==> src/hw/rtl/utt_pkg.sv <==
// utt_pkg: types, constants and decode helpers of the utf-8 to utf-16 transcoder
// used by the decoder, the burst buffer and the top level; no dependencies
package utt_pkg;

  localparam int MaxResults = 5;
  localparam int ResIdxW    = 3;

  localparam logic [20:0] REPLACEMENT_CP = 21'h00FFFD;
  localparam logic [20:0] SUPP_BASE      = 21'h010000;
  localparam logic [15:0] SURR_HI        = 16'hD800;
  localparam logic [15:0] SURR_LO        = 16'hDC00;
  localparam logic [16:0] NEEDED_SAT     = 17'h10000;

  typedef struct packed {
    logic [15:0] code_unit;
    logic        unit_valid;
    logic        last_of_run;
    logic [15:0] units_written;
    logic [16:0] units_needed;
  } result_t;

  typedef struct packed {
    logic [ResIdxW-1:0]           count;
    result_t [MaxResults-1:0]     res;
  } burst_t;

  typedef struct packed {
    logic [1:0]  n;
    logic [15:0] u0;
    logic [15:0] u1;
    logic [15:0] wr;
    logic [16:0] nd;
  } emit_t;

  function automatic logic [2:0] seq_len(input logic [7:0] b);
    logic [2:0] len;
    if (b[7] == 1'b0) begin
      len = 3'd1;
    end else if (b[7:5] == 3'b110) begin
      len = 3'd2;
    end else if (b[7:4] == 4'b1110) begin
      len = 3'd3;
    end else if (b[7:3] == 5'b11110) begin
      len = 3'd4;
    end else begin
      len = 3'd0;
    end
    return len;
  endfunction

  function automatic logic [20:0] utf8_decode(input logic [7:0] s0, input logic [7:0] s1,
                                              input logic [7:0] s2, input logic [7:0] s3,
                                              input logic [2:0] len);
    logic [20:0] cp;
    if (len == 3'd2) begin
      cp = {10'd0, s0[4:0], s1[5:0]};
    end else if (len == 3'd3) begin
      cp = {5'd0, s0[3:0], s1[5:0], s2[5:0]};
    end else begin
      cp = {s0[2:0], s1[5:0], s2[5:0], s3[5:0]};
    end
    return cp;
  endfunction

  // count one code point and write its units if they fit
  function automatic emit_t emit_cp(input logic [20:0] cp, input logic ok,
                                    input logic [15:0] wr, input logic [16:0] nd,
                                    input logic [15:0] cap);
    emit_t       e;
    logic        big;
    logic [17:0] sum;
    logic [20:0] v;
    e.n  = 2'd0;
    e.u0 = 16'h0000;
    e.u1 = 16'h0000;
    e.wr = wr;
    e.nd = nd;
    big  = (cp >= SUPP_BASE);
    v    = cp - SUPP_BASE;
    sum  = {1'b0, nd} + (big ? 18'd2 : 18'd1);
    if (ok) begin
      e.nd = (sum > {1'b0, NEEDED_SAT}) ? NEEDED_SAT : sum[16:0];
      if (!big) begin
        if (wr < cap) begin
          e.n  = 2'd1;
          e.u0 = cp[15:0];
          e.wr = wr + 16'd1;
        end
      end else if (({1'b0, wr} + 17'd1) < {1'b0, cap}) begin
        e.n  = 2'd2;
        e.u0 = SURR_HI | {5'd0, v[20:10]};
        e.u1 = SURR_LO | {6'd0, v[9:0]};
        e.wr = wr + 16'd2;
      end
    end
    return e;
  endfunction

  function automatic result_t unit_result(input logic [15:0] u);
    result_t r;
    r.code_unit     = u;
    r.unit_valid    = 1'b1;
    r.last_of_run   = 1'b0;
    r.units_written = 16'h0000;
    r.units_needed  = 17'h00000;
    return r;
  endfunction

endpackage

==> src/hw/rtl/utt_byte_if.sv <==
// utt_byte_if: input channel of the transcoder, one utf-8 byte per word
// no dependencies
interface utt_byte_if;
  logic       valid;
  logic       ready;
  logic [7:0] data_byte;
  logic       end_of_string;

  modport source (output valid, output data_byte, output end_of_string, input ready);
  modport sink   (input valid, input data_byte, input end_of_string, output ready);
endinterface

==> src/hw/rtl/utt_unit_if.sv <==
// utt_unit_if: output channel of the transcoder, one utf-16 unit or summary per word
// no dependencies
interface utt_unit_if;
  logic        valid;
  logic        ready;
  logic [15:0] code_unit;
  logic        unit_valid;
  logic        last_of_run;
  logic [15:0] units_written;
  logic [16:0] units_needed;

  modport source (output valid, output code_unit, output unit_valid, output last_of_run,
                  output units_written, output units_needed, input ready);
  modport sink   (input valid, input code_unit, input unit_valid, input last_of_run,
                  input units_written, input units_needed, output ready);
endinterface

==> src/hw/rtl/utt_decoder.sv <==
// utt_decoder: input register, sequence state, capacity register and the
// single-pass decode that builds the burst of results for one byte
// depends on utt_pkg and utt_byte_if
module utt_decoder
  import utt_pkg::*;
(
  input  logic        clk_i,
  input  logic        rst_ni,
  input  logic        cfg_we_i,
  input  logic [15:0] cfg_wdata_i,
  utt_byte_if.sink    byte_i,
  input  logic        free_i,
  output logic        load_o,
  output burst_t      burst_o
);

  logic        in_v_q;
  logic [7:0]  in_byte_q;
  logic        in_eos_q;
  logic [15:0] cap_q;
  logic [7:0]  pend_q [3];
  logic [7:0]  pend_d [3];
  logic [1:0]  pcnt_q, pcnt_d;
  logic [2:0]  elen_q, elen_d;
  logic [15:0] wr_q, wr_d;
  logic [16:0] nd_q, nd_d;

  logic        proc;
  logic [2:0]  len_b;
  logic        main_v;
  logic [20:0] main_cp;
  logic [7:0]  s1, s2;
  logic        flush;
  logic        f1_v, f2_v;
  logic [20:0] f1_cp, f2_cp;
  logic [20:0] c0_cp;
  logic        c0_v;
  emit_t       e0, e1, e2;
  logic [ResIdxW-1:0] cnt;
  result_t [MaxResults-1:0] res;
  result_t     summ;

  assign proc         = in_v_q && free_i;
  assign load_o       = proc;
  assign byte_i.ready = !in_v_q || proc;

  always_comb begin
    pend_d  = pend_q;
    pcnt_d  = pcnt_q;
    elen_d  = elen_q;
    main_v  = 1'b0;
    main_cp = 21'd0;
    len_b   = seq_len(in_byte_q);
    s1      = (pcnt_q >= 2'd2) ? pend_q[1] : in_byte_q;
    s2      = (pcnt_q == 2'd3) ? pend_q[2] : in_byte_q;
    if (pcnt_q == 2'd0) begin
      if (len_b == 3'd1) begin
        main_v  = 1'b1;
        main_cp = {13'd0, in_byte_q};
      end else if (len_b == 3'd0) begin
        main_v  = 1'b1;
        main_cp = REPLACEMENT_CP;
      end else begin
        pend_d[0] = in_byte_q;
        pcnt_d    = 2'd1;
        elen_d    = len_b;
      end
    end else if (({1'b0, pcnt_q} + 3'd1) >= elen_q) begin
      main_v  = 1'b1;
      main_cp = utf8_decode(pend_q[0], s1, s2, in_byte_q, elen_q);
      pcnt_d  = 2'd0;
      elen_d  = 3'd0;
    end else begin
      pend_d[pcnt_q] = in_byte_q;
      pcnt_d         = pcnt_q + 2'd1;
    end

    // string cut inside a sequence: lead gives replacement, the rest decoded again
    flush = in_eos_q && (pcnt_d != 2'd0);
    f1_v  = flush && (pcnt_d >= 2'd2);
    f2_v  = 1'b0;
    f1_cp = REPLACEMENT_CP;
    f2_cp = REPLACEMENT_CP;
    if (seq_len(pend_d[1]) == 3'd1) begin
      f1_cp = {13'd0, pend_d[1]};
    end else if ((pcnt_d == 2'd3) && (seq_len(pend_d[1]) == 3'd2)) begin
      f1_cp = utf8_decode(pend_d[1], pend_d[2], 8'd0, 8'd0, 3'd2);
    end
    if (flush && (pcnt_d == 2'd3) && (seq_len(pend_d[1]) != 3'd2)) begin
      f2_v = 1'b1;
    end
    if (seq_len(pend_d[2]) == 3'd1) begin
      f2_cp = {13'd0, pend_d[2]};
    end
    if (in_eos_q) begin
      pcnt_d = 2'd0;
      elen_d = 3'd0;
    end

    c0_v  = main_v || flush;
    c0_cp = main_v ? main_cp : REPLACEMENT_CP;
    e0    = emit_cp(c0_cp, c0_v, wr_q, nd_q, cap_q);
    e1    = emit_cp(f1_cp, f1_v, e0.wr, e0.nd, cap_q);
    e2    = emit_cp(f2_cp, f2_v, e1.wr, e1.nd, cap_q);

    res = '0;
    cnt = '0;
    if (e0.n != 2'd0) begin
      res[cnt] = unit_result(e0.u0);
      cnt      = cnt + 1'b1;
    end
    if (e0.n == 2'd2) begin
      res[cnt] = unit_result(e0.u1);
      cnt      = cnt + 1'b1;
    end
    if (e1.n != 2'd0) begin
      res[cnt] = unit_result(e1.u0);
      cnt      = cnt + 1'b1;
    end
    if (e2.n != 2'd0) begin
      res[cnt] = unit_result(e2.u0);
      cnt      = cnt + 1'b1;
    end
    summ.code_unit     = 16'h0000;
    summ.unit_valid    = 1'b0;
    summ.last_of_run   = 1'b0;
    summ.units_written = e2.wr;
    summ.units_needed  = e2.nd;
    if (in_eos_q) begin
      res[cnt] = summ;
      cnt      = cnt + 1'b1;
    end
    if (cnt != '0) begin
      res[cnt - 1'b1].last_of_run = 1'b1;
    end
    burst_o.count = cnt;
    burst_o.res   = res;

    wr_d = in_eos_q ? 16'h0000 : e2.wr;
    nd_d = in_eos_q ? 17'h00000 : e2.nd;
  end

  always_ff @(posedge clk_i or negedge rst_ni) begin
    if (!rst_ni) begin
      in_v_q <= 1'b0;
      cap_q  <= 16'h0000;
      pcnt_q <= 2'd0;
      elen_q <= 3'd0;
      wr_q   <= 16'h0000;
      nd_q   <= 17'h00000;
    end else begin
      if (cfg_we_i) begin
        cap_q <= cfg_wdata_i;
      end
      if (byte_i.valid && byte_i.ready) begin
        in_v_q <= 1'b1;
      end else if (proc) begin
        in_v_q <= 1'b0;
      end
      if (proc) begin
        pcnt_q <= pcnt_d;
        elen_q <= elen_d;
        wr_q   <= wr_d;
        nd_q   <= nd_d;
      end
    end
  end

  always_ff @(posedge clk_i) begin
    if (byte_i.valid && byte_i.ready) begin
      in_byte_q <= byte_i.data_byte;
      in_eos_q  <= byte_i.end_of_string;
    end
    if (proc) begin
      pend_q <= pend_d;
    end
  end

  a_pend_below_len: assert property (@(posedge clk_i) disable iff (!rst_ni)
    (pcnt_q != 2'd0) |-> ({1'b0, pcnt_q} < elen_q))
    else $error("pending count not below sequence length");

  a_idle_len_clear: assert property (@(posedge clk_i) disable iff (!rst_ni)
    (pcnt_q == 2'd0) |-> (elen_q == 3'd0))
    else $error("sequence length left set with nothing pending");

  a_needed_sat: assert property (@(posedge clk_i) disable iff (!rst_ni)
    nd_q <= NEEDED_SAT)
    else $error("needed count beyond saturation");

endmodule

==> src/hw/rtl/utt_burst.sv <==
// utt_burst: holds the results of one byte and feeds them one word a cycle
// into the output register while unit_o is ready; needs utt_pkg, utt_unit_if
module utt_burst
  import utt_pkg::*;
(
  input  logic        clk_i,
  input  logic        rst_ni,
  input  logic        load_i,
  input  burst_t      burst_i,
  output logic        free_o,
  utt_unit_if.source  unit_o
);

  result_t [MaxResults-1:0] res_q;
  logic [ResIdxW-1:0] bcnt_q, bcnt_d;
  logic [ResIdxW-1:0] bidx_q, bidx_d;
  logic    out_v_q, out_v_d;
  result_t out_q;
  logic    out_load;
  logic    last_entry;

  assign last_entry = (bidx_q == (bcnt_q - 1'b1));
  assign out_load   = (bcnt_q != '0) && (!out_v_q || unit_o.ready);
  assign free_o     = (bcnt_q == '0) || (out_load && last_entry);

  always_comb begin
    bcnt_d  = bcnt_q;
    bidx_d  = bidx_q;
    out_v_d = out_v_q;
    if (out_load) begin
      out_v_d = 1'b1;
      if (last_entry) begin
        bcnt_d = '0;
        bidx_d = '0;
      end else begin
        bidx_d = bidx_q + 1'b1;
      end
    end else if (unit_o.ready) begin
      out_v_d = 1'b0;
    end
    if (load_i) begin
      bcnt_d = burst_i.count;
      bidx_d = '0;
    end
  end

  always_ff @(posedge clk_i or negedge rst_ni) begin
    if (!rst_ni) begin
      bcnt_q  <= '0;
      bidx_q  <= '0;
      out_v_q <= 1'b0;
    end else begin
      bcnt_q  <= bcnt_d;
      bidx_q  <= bidx_d;
      out_v_q <= out_v_d;
    end
  end

  always_ff @(posedge clk_i) begin
    if (load_i) begin
      res_q <= burst_i.res;
    end
    if (out_load) begin
      out_q <= res_q[bidx_q];
    end
  end

  assign unit_o.valid         = out_v_q;
  assign unit_o.code_unit     = out_q.code_unit;
  assign unit_o.unit_valid    = out_q.unit_valid;
  assign unit_o.last_of_run   = out_q.last_of_run;
  assign unit_o.units_written = out_q.units_written;
  assign unit_o.units_needed  = out_q.units_needed;

  a_idx_in_range: assert property (@(posedge clk_i) disable iff (!rst_ni)
    (bcnt_q != '0) |-> (bidx_q < bcnt_q))
    else $error("burst read index past burst count");

  a_burst_closes: assert property (@(posedge clk_i) disable iff (!rst_ni)
    (bcnt_q != '0) |-> res_q[bcnt_q - 1'b1].last_of_run)
    else $error("burst does not end in a last-of-run word");

  a_summary_last: assert property (@(posedge clk_i) disable iff (!rst_ni)
    (out_v_q && !out_q.unit_valid) |-> out_q.last_of_run)
    else $error("summary word not marked last of run");

endmodule

==> src/hw/rtl/utf8_to_utf16_transcoder.sv <==
// utf8_to_utf16_transcoder: top level, lenient utf-8 to utf-16 conversion
// depends on utt_pkg, utt_byte_if, utt_unit_if, utt_decoder and utt_burst
//
// byte_i takes one utf-8 byte per word, end_of_string marks the last byte.
// unit_o gives utf-16 units (unit_valid high) and, after the last byte of a
// string, a summary word (unit_valid low) with units written and needed.
// last_of_run flags the final word caused by one input byte; a byte that
// only extends a pending sequence causes no word.
// cfg_we_i/cfg_wdata_i write output_capacity; 0 counts without writing units.
// a byte accepted into the input register is decoded into the burst buffer,
// and its first word then reaches unit_o through the output register.
// throughput is one byte a cycle while each byte gives at most one word and
// unit_o is ready; a byte giving more words holds byte_i while the burst
// buffer drains through the single output register.
// when unit_o stalls, the waiting word stays in the output register, the
// burst buffer holds the remaining words of at most one byte and one more
// byte is taken into the input register before ready drops.
// reset clears pending bytes state, counts and capacity (to count only).
module utf8_to_utf16_transcoder
  import utt_pkg::*;
(
  input  logic        clk_i,
  input  logic        rst_ni,
  input  logic        cfg_we_i,
  input  logic [15:0] cfg_wdata_i,
  utt_byte_if.sink    byte_i,
  utt_unit_if.source  unit_o
);

  logic   free;
  logic   load;
  burst_t burst;

  utt_decoder u_decoder (
    .clk_i       (clk_i),
    .rst_ni      (rst_ni),
    .cfg_we_i    (cfg_we_i),
    .cfg_wdata_i (cfg_wdata_i),
    .byte_i      (byte_i),
    .free_i      (free),
    .load_o      (load),
    .burst_o     (burst)
  );

  utt_burst u_burst (
    .clk_i   (clk_i),
    .rst_ni  (rst_ni),
    .load_i  (load),
    .burst_i (burst),
    .free_o  (free),
    .unit_o  (unit_o)
  );

endmodule
==> src/flat_wrapper.sv <==
// flat-port wrapper written by rule: the top's interface ports become plain ports
module utf8_to_utf16_transcoder_flat import utt_pkg::*;
  (clk_i, rst_ni, cfg_we_i, cfg_wdata_i, byte_i_valid, byte_i_data_byte, byte_i_end_of_string, byte_i_ready, unit_o_valid, unit_o_code_unit, unit_o_unit_valid, unit_o_last_of_run, unit_o_units_written, unit_o_units_needed, unit_o_ready);
  utt_byte_if byte_i_i ();
  utt_unit_if unit_o_i ();
  input  logic clk_i;
  input  logic rst_ni;
  input  logic cfg_we_i;
  input  logic [15:0] cfg_wdata_i;
  input wire logic [$bits(byte_i_i.valid)-1:0] byte_i_valid;
  input wire logic [$bits(byte_i_i.data_byte)-1:0] byte_i_data_byte;
  input wire logic [$bits(byte_i_i.end_of_string)-1:0] byte_i_end_of_string;
  output wire logic [$bits(byte_i_i.ready)-1:0] byte_i_ready;
  output wire logic [$bits(unit_o_i.valid)-1:0] unit_o_valid;
  output wire logic [$bits(unit_o_i.code_unit)-1:0] unit_o_code_unit;
  output wire logic [$bits(unit_o_i.unit_valid)-1:0] unit_o_unit_valid;
  output wire logic [$bits(unit_o_i.last_of_run)-1:0] unit_o_last_of_run;
  output wire logic [$bits(unit_o_i.units_written)-1:0] unit_o_units_written;
  output wire logic [$bits(unit_o_i.units_needed)-1:0] unit_o_units_needed;
  input wire logic [$bits(unit_o_i.ready)-1:0] unit_o_ready;
  assign byte_i_i.valid = byte_i_valid;
  assign byte_i_i.data_byte = byte_i_data_byte;
  assign byte_i_i.end_of_string = byte_i_end_of_string;
  assign byte_i_ready = byte_i_i.ready;
  assign unit_o_valid = unit_o_i.valid;
  assign unit_o_code_unit = unit_o_i.code_unit;
  assign unit_o_unit_valid = unit_o_i.unit_valid;
  assign unit_o_last_of_run = unit_o_i.last_of_run;
  assign unit_o_units_written = unit_o_i.units_written;
  assign unit_o_units_needed = unit_o_i.units_needed;
  assign unit_o_i.ready = unit_o_ready;
  utf8_to_utf16_transcoder u_core (.clk_i(clk_i), .rst_ni(rst_ni), .cfg_we_i(cfg_we_i), .cfg_wdata_i(cfg_wdata_i), .byte_i(byte_i_i), .unit_o(unit_o_i));
endmodule
==> config.mk <==
export PLATFORM = sky130hd
export DESIGN_NAME = utf8_to_utf16_transcoder_flat
export DESIGN_NICKNAME = d
export VERILOG_FILES = /design/src/hw/rtl/utt_pkg.sv /design/src/hw/rtl/utt_byte_if.sv /design/src/hw/rtl/utt_unit_if.sv /design/src/hw/rtl/utt_decoder.sv /design/src/hw/rtl/utt_burst.sv /design/src/hw/rtl/utf8_to_utf16_transcoder.sv /design/src/flat_wrapper.sv
export SDC_FILE = /design/constraint.sdc
export NUM_CORES = 1
export LEC_CHECK = 0
export BUFFER_PORTS_ARGS = -buffer_cell sky130_fd_sc_hd__buf_2
export CORE_MARGIN = 2
export CORE_UTILIZATION = 41
export DETAILED_ROUTE_END_ITERATION = 10
export GPL_TIMING_DRIVEN = 0
export SYNTH_ARGS = -nofsm -noshare
export SYNTH_HDL_FRONTEND = slang
export SYNTH_SLANG_ARGS = --single-unit
==> constraint.sdc <==
create_clock -name clk_i -period 36.4 [get_ports clk_i]
set_input_delay 3.64 -clock clk_i [delete_from_list [all_inputs] [get_ports clk_i]]
set_output_delay 3.64 -clock clk_i [all_outputs]
set_load 0.01 [all_outputs]
Word-level counts from Yosys, hierarchy flattened

Index checks and enable logic that the tools add are counted.

Input bits: 30
Register bits after elaboration: 401

Reduce and logical (&&, ||, !) cells: 38
Magnitude comparators: 28
Equal/unequal tests: 25
Bitwise gates (word level): 1
Mux-type cells: 115
Add/subtract/negate cells: 24

Operator list:

| cell                                                                                  | count |
|---|---|
| 255-bit bitwise mux                                                                   | 5 |
| 255-bit 2-to-1 mux                                                                    | 5 |
| 51-bit demux with 3-bit select                                                        | 5 |
| 51-bit 2-to-1 mux                                                                     | 6 |
| 16-bit 2-to-1 mux                                                                     | 16 |
| 67-bit 2-to-1 mux                                                                     | 3 |
| 51-bit binary-select mux with 3-bit select                                            | 1 |
| 50-bit 2-to-1 mux                                                                     | 3 |
| 17-bit 2-to-1 mux                                                                     | 7 |
| 21-bit 2-to-1 mux                                                                     | 5 |
| 3-bit 2-to-1 mux                                                                      | 28 |
| 21-bit by 17-bit greater-or-equal comparator with 1-bit output, second input constant | 3 |
| 21-bit by 17-bit subtractor with 21-bit output, second input constant                 | 3 |
| 17-bit by 2-bit adder with 18-bit output                                              | 3 |
| 18-bit by 17-bit greater-than comparator with 1-bit output, second input constant     | 3 |
| 18-bit 2-to-1 mux                                                                     | 3 |
| 16-bit by 1-bit adder with 17-bit output, second input constant                       | 3 |
| 17-bit by 16-bit less-than comparator with 1-bit output                               | 3 |
| 16-bit by 1-bit adder with 16-bit output, second input constant                       | 3 |
| 16-bit by 2-bit adder with 16-bit output, second input constant                       | 3 |
| 16-bit less-than comparator                                                           | 3 |
| 34-bit 2-to-1 mux                                                                     | 1 |
| 8-bit 2-to-1 mux                                                                      | 4 |
| 24-bit bitwise mux                                                                    | 1 |
| 35 further kinds                                                                      | 111 |

Depth between registers and ports, before layout

Depth in word-level cells: 41
Depth in mapped cells: 52
Mapped depth without buffers: 47

Hierarchy

From an unflattened synthesis, not the netlist that was laid out.

Cells, all modules: 2297
Area, all modules: 23553.8 um^2

Modules (own cells, without submodules):

| module      | area each (um^2) | times used | cells each |
|---|---|---|---|
| utt_decoder | 12011.5          | 1          | 1721 |
| utt_burst   | 11542.3          | 1          | 576 |

Least setup slack after synthesis

OpenSTA, ideal clock, no wires.

Path type: input-to-reg
Start: input port unit_o_ready
End: register u_core.u_burst.bidx_q[2]
Buffers on the path: 1
Arrival: 14.583 ns
Stages: 10
Setup slack: 21.360 ns
Path through: inv_1 > a21oi_1 > nand2_1 > nand2_1 > nand2_1 > inv_1 > clkbuf_1 > nor3_1 > o21ai_0 > o41ai_1

Word-level cells in the longest chain between the ends: 6

Ends and longest elaborated chain:

| what                                                          | RTL line                       | text |
|---|---|---|
| from (decl)                                                   | flat_wrapper.sv:20             | `input wire logic [$bits(unit_o_i.ready)-1:0] unit_o_ready;` |
| 1-bit logical OR (*)                                          | utt_burst.sv:23                | `assign out_load = (bcnt_q != '0) && (!out_v_q \|\| unit_o.ready);` |
| 1-bit logical AND (*)                                         | utt_burst.sv:23                |  |
| named net u_core.u_burst.out_load                             | utt_burst.sv:19                | `logic out_load;` |
| 1-bit logical AND (*)                                         | utt_burst.sv:24                | `assign free_o = (bcnt_q == '0) \|\| (out_load && last_entry);` |
| 1-bit logical OR (*)                                          | utt_burst.sv:24                |  |
| 1-bit logical AND (*)                                         | utt_decoder.sv:43              | `assign proc = in_v_q && free_i;` |
| named net u_core.load                                         | utf8_to_utf16_transcoder.sv:31 | `logic load;` |
| 3-bit 2-to-1 mux / 2-bit nonzero test (equally long branches) | n/a                            |  |
| to (signal assigned)                                          | utt_burst.sv:54                | `bidx_q <= bidx_d;` |
| to (decl)                                                     | utt_burst.sv:16                | `logic [ResIdxW-1:0] bidx_q, bidx_d;` |

The timed path passes the listed nets; every way through them passes the cells marked *.
A chain may end at the register's enable or synchronous reset.

Worst setup path after layout

Start: register u_core.u_decoder.pcnt_q[1]
End: register u_core.u_burst.res_q[237] (netlist name) (data pin)

Word-level cells in the longest chain between the ends: 37

Ends and longest elaborated chain:

| what                                                                                                    | RTL line           | text |
|---|---|---|
| from (decl)                                                                                             | utt_decoder.sv:23  | `logic [1:0] pcnt_q, pcnt_d;` |
| from (signal assigned)                                                                                  | utt_decoder.sv:161 | `pcnt_q <= pcnt_d;` |
| branches (longest 36 deep; another with 21-bit by 17-bit greater-or-equal comparator with 1-bit output) | n/a                |  |
| 255-bit 2-to-1 mux (*)                                                                                  | utt_decoder.sv:133 | `if (cnt != '0) begin` |
| to (signal assigned)                                                                                    | utt_burst.sv:61    | `res_q <= burst_i.res;` |
| to (decl)                                                                                               | utt_burst.sv:14    | `result_t [MaxResults-1:0] res_q;` |

Every way passes the cells marked *. The select of a mux whose other input is x is not followed.

==> metrics <==
die area 58500 sq um; register area 11100 sq um; Clock Path Buffers 3; vias per cell 5.838; LEAKAGE 9.675 nW; PD cells 85.79 nW/um^2; WP data required 36.72 ns; clock network fraction of total power 18.4%; mux share of post-synthesis cell area 6.343%; Setup crit start u_core.u_decoder.pcnt_q[1]; Pins Over Slew Limit 0; hold-fix buffers at CTS 0; most common cell in the netlist edfxtp_1; Post-synth top flop edfxtp_1; FP Rows 87; GRT Total Usage 24.20%; Routed Antenna Nets 0; Clock Pin Slew Worst Setup and Hold Paths 0.06 ns; hold_ws 0.5242 ns; Crit. End Element flip-flop; fraction of layout cells with a size suffix above 1 11.27%; setup_tns 0 ns; GP Congestion 0.9300; startpoint of the worst hold path u_core.u_burst.res_q[224]; Post-Synthesis Cells 2302; worst vdd ir 0.05970 mV; final hold vios 0; CP Max Fanout 10; CP Class flip-flop to flip-flop; Tcrit/Tclk final 41.65%; H-tree depth 2; slowest CP cell o2bb2ai_1; Post-synth EDFFs 318; Area contributors post-synth edfxtp_1 (41%), dfrtp_1 (6.7%), ha_1 (4.6%), mux4_2 (4.6%), nor2_1 (4.3%); Compound-Gate Fraction of Synth Area 14.83%; Slew @ Worst Pin 1.256 ns; die height 241.9 microns; DRT iter0 DRCs 1741; drt total wl 71.76 mm; TritonRoute pass-1 iters 6; vias in the first global route 18270; setup violators final 0; GRT overflow 0; final net count 2561; Reg-to-Reg End u_core.u_burst.res_q[237]; r2r setup slk 21.24 ns; Layout Skew 0.03389 ns; main combinational cell family by area after synthesis simple AND/OR/NAND/NOR gates; Hold Path Depth 2; P&R area growth vs syn 12.39%; XOR/XNOR share of the synthesized area 3.722%; first-pass GRT wire length 110.4 mm; Hold EP u_core.u_burst.unit_o.units_written[3]; CTS root buffer clkbuf_16; Arr. time, crit path 15.48 ns; Post-synth top cells edfxtp_1 (318), nor2_1 (264), nand2_1 (235), o21ai_0 (147), inv_1 (117); DRC violations left 0; clock latency on the worst-skew pair 0.58 ns; Sw Ratio 40.91%; RR Startpoint u_core.u_decoder.pcnt_q[1]; Worst Reg2Reg Path Length in Cells 49; initial antenna violation count 0; Avg Cell Area, Syn 10.08 sq um; area leader, netlist edfxtp_1; FMAX 0.06596 GHz; IO Pins 83; ys async rst share 16.32%; Via Count 18860; count of port buffers added during placement 82; Tightest Hold Check Type flip-flop to flip-flop; Core Footprint 56170 sq um; max cap viols 0; CTS tree yes; Pint 1.322 mW; post-synthesis sequential area ratio 47.85%; Crit path top cell by count ha_1; Unique masters post-synth 102; switching power 915.1 uW; min Tclk post-route 15.16 ns; filler instances 5363; combinational share of power 45.0%; sequential share of power 36.7%; Worst path max stage delay 0.97 ns; top cell type's share of synthesized area 41.17%; Die X 241.9 microns; area share of fa/ha/maj cells after synthesis 4.725%; status finished, final reports clean; initial core utilization 41.30%; post-CTS setup buffer count 0; Yosys reg bits 380; simple-gate portion of the synthesized area 18.29%; CTS Buf Count 42; RSZ-0062 raised after global routing false; Yosys warnings 0; Routed WL per cell 22.21 microns; area occupied by multi-input gates 11160 sq um; largest net degree at the start of global routing 60; CTS sink cnt 380; CP Launch Type flip-flop; post-CTS sizing 0; DPL Wire Length 54.04 mm; Rel. slew slack 15.62%; synthesized area 23200 sq um; diode count 0
==> power by group through the flow <==
stage / Sequential, mW / Clock, mW / Combinational [mW]
final: 0.820 / 0.411 / 1.01
after floorplan: 0.890 / 0 / 0.620
after CTS: 0.822 / 0.422 / 1.00
after detailed placement: 0.830 / 0 / 0.994
after global placement: 0.917 / 0 / 0.952
after global routing: 0.839 / 0.438 / 1.09
==> layout make-up <==
cell class              instances  area share, %
plain buffers                 133          2.044
clock buffers                  55          4.300
clock inverters                20         0.7054
inverters                     120          1.728
multi-input cells            1678          42.81
flip-flops and latches        380          42.58
well taps                     756          3.628
repair buffers                 89          2.208
==> worst max-delay path by stage <==
stage	end	slack, ns
final	u_core.u_burst.res_q[237]	21.24
after detailed placement	u_core.u_burst.res_q[237]	21.71
after floorplan	u_core.u_burst.bidx_q[2]	21.36
after global routing	u_core.u_burst.res_q[237]	20.47
after global placement	u_core.u_decoder.nd_q[2]	15.74
after CTS	u_core.u_burst.res_q[237]	21.61
==> critical path: cells and delay by family, from the launching register on <==
family | cells | cell delay (ns)
xor+xnor | 2 | 0.53
buf+inv | 8 | 1.42
fa+ha+maj | 8 | 2.16
flops | 1 | 0.37
mux | 1 | 0.24
simple gates | 14 | 4.81
compound gates | 16 | 5.36
==> metrics by stage <==
stage	worst slack (ns)	total power [mW]	util (%)	cell area [sq um]	instances
after global placement	15.74	1.869	43.77	24590	3149
final	21.24	2.237	46.42	26070	3231
after global routing	20.47	2.368	46.42	26070	3231
after CTS	21.61	2.243	46.42	26070	3231
after detailed placement	21.71	1.824	44.09	24770	3156
after floorplan	21.36	1.509	-	23230	2311
==> routing by layer <==
layer | global-route usage (%) | part of all wire, % | vias up
met4 | 8.751 | 3.5 | 0
met1 | 33.96 | 45 | 9275
li1 | - | - | 8829
met2 | 38.44 | 46 | 635
met5 | 0 | 0 | -
met3 | 3.252 | 5.9 | 125
==> state kept, by name, indices dropped and copies added, names as in the netlist <==
name                                 cells
u_core.u_burst.res_q                   237
u_core.u_decoder.pend_q                 21
u_core.u_burst.unit_o.units_needed      17
u_core.u_decoder.nd_q                   17
u_core.u_burst.unit_o.code_unit         16
u_core.u_burst.unit_o.units_written     16
u_core.u_decoder.cap_q                  16
u_core.u_decoder.wr_q                   16
u_core.u_decoder.in_byte_q               8
u_core.u_burst.bcnt_q                    3
u_core.u_burst.bidx_q                    3
u_core.u_decoder.elen_q                  3
u_core.u_decoder.pcnt_q                  2
u_core.u_burst.unit_o.last_of_run        1
u_core.u_burst.unit_o.unit_valid         1
u_core.u_burst.unit_o.valid              1
u_core.u_decoder.in_eos_q                1
u_core.u_decoder.in_v_q                  1
==> kinds of logic (layout without fill, tap and decap cells) <==
kind of cell / Yosys count / in the layout
AOI/OAI and AO/OA: 519 / 519
xor gates and xnor gates: 96 / 96
adders and majority gates: 87 / 87
buffers and inverters: 253 / 417
DFF: 380 / 380
muxes: 87 / 87
other: 1 / 10
and+or+nand+nor: 879 / 879
==> cell usage in the layout, fill, tap and decap left out, types with 17 or more instances in the layout <==
master	netlist	final
a21o_1	19	19
a21oi_1	116	115
and2_1	20	20
and3_1	22	22
buf_2	24	105
clkbuf_1	101	112
clkbuf_16	0	43
dfrtp_1	62	62
edfxtp_1	318	318
ha_1	86	86
inv_1	117	117
mux2i_1	30	30
mux4_2	47	47
nand2_1	235	235
nand2b_1	17	17
nand3_1	61	61
nand4_1	25	25
nor2_1	264	264
nor3_1	95	95
nor4_1	30	30
o21a_1	17	17
o21ai_0	147	147
xnor2_1	62	62
xor2_1	31	31
(Power assumes the default switching activity.)
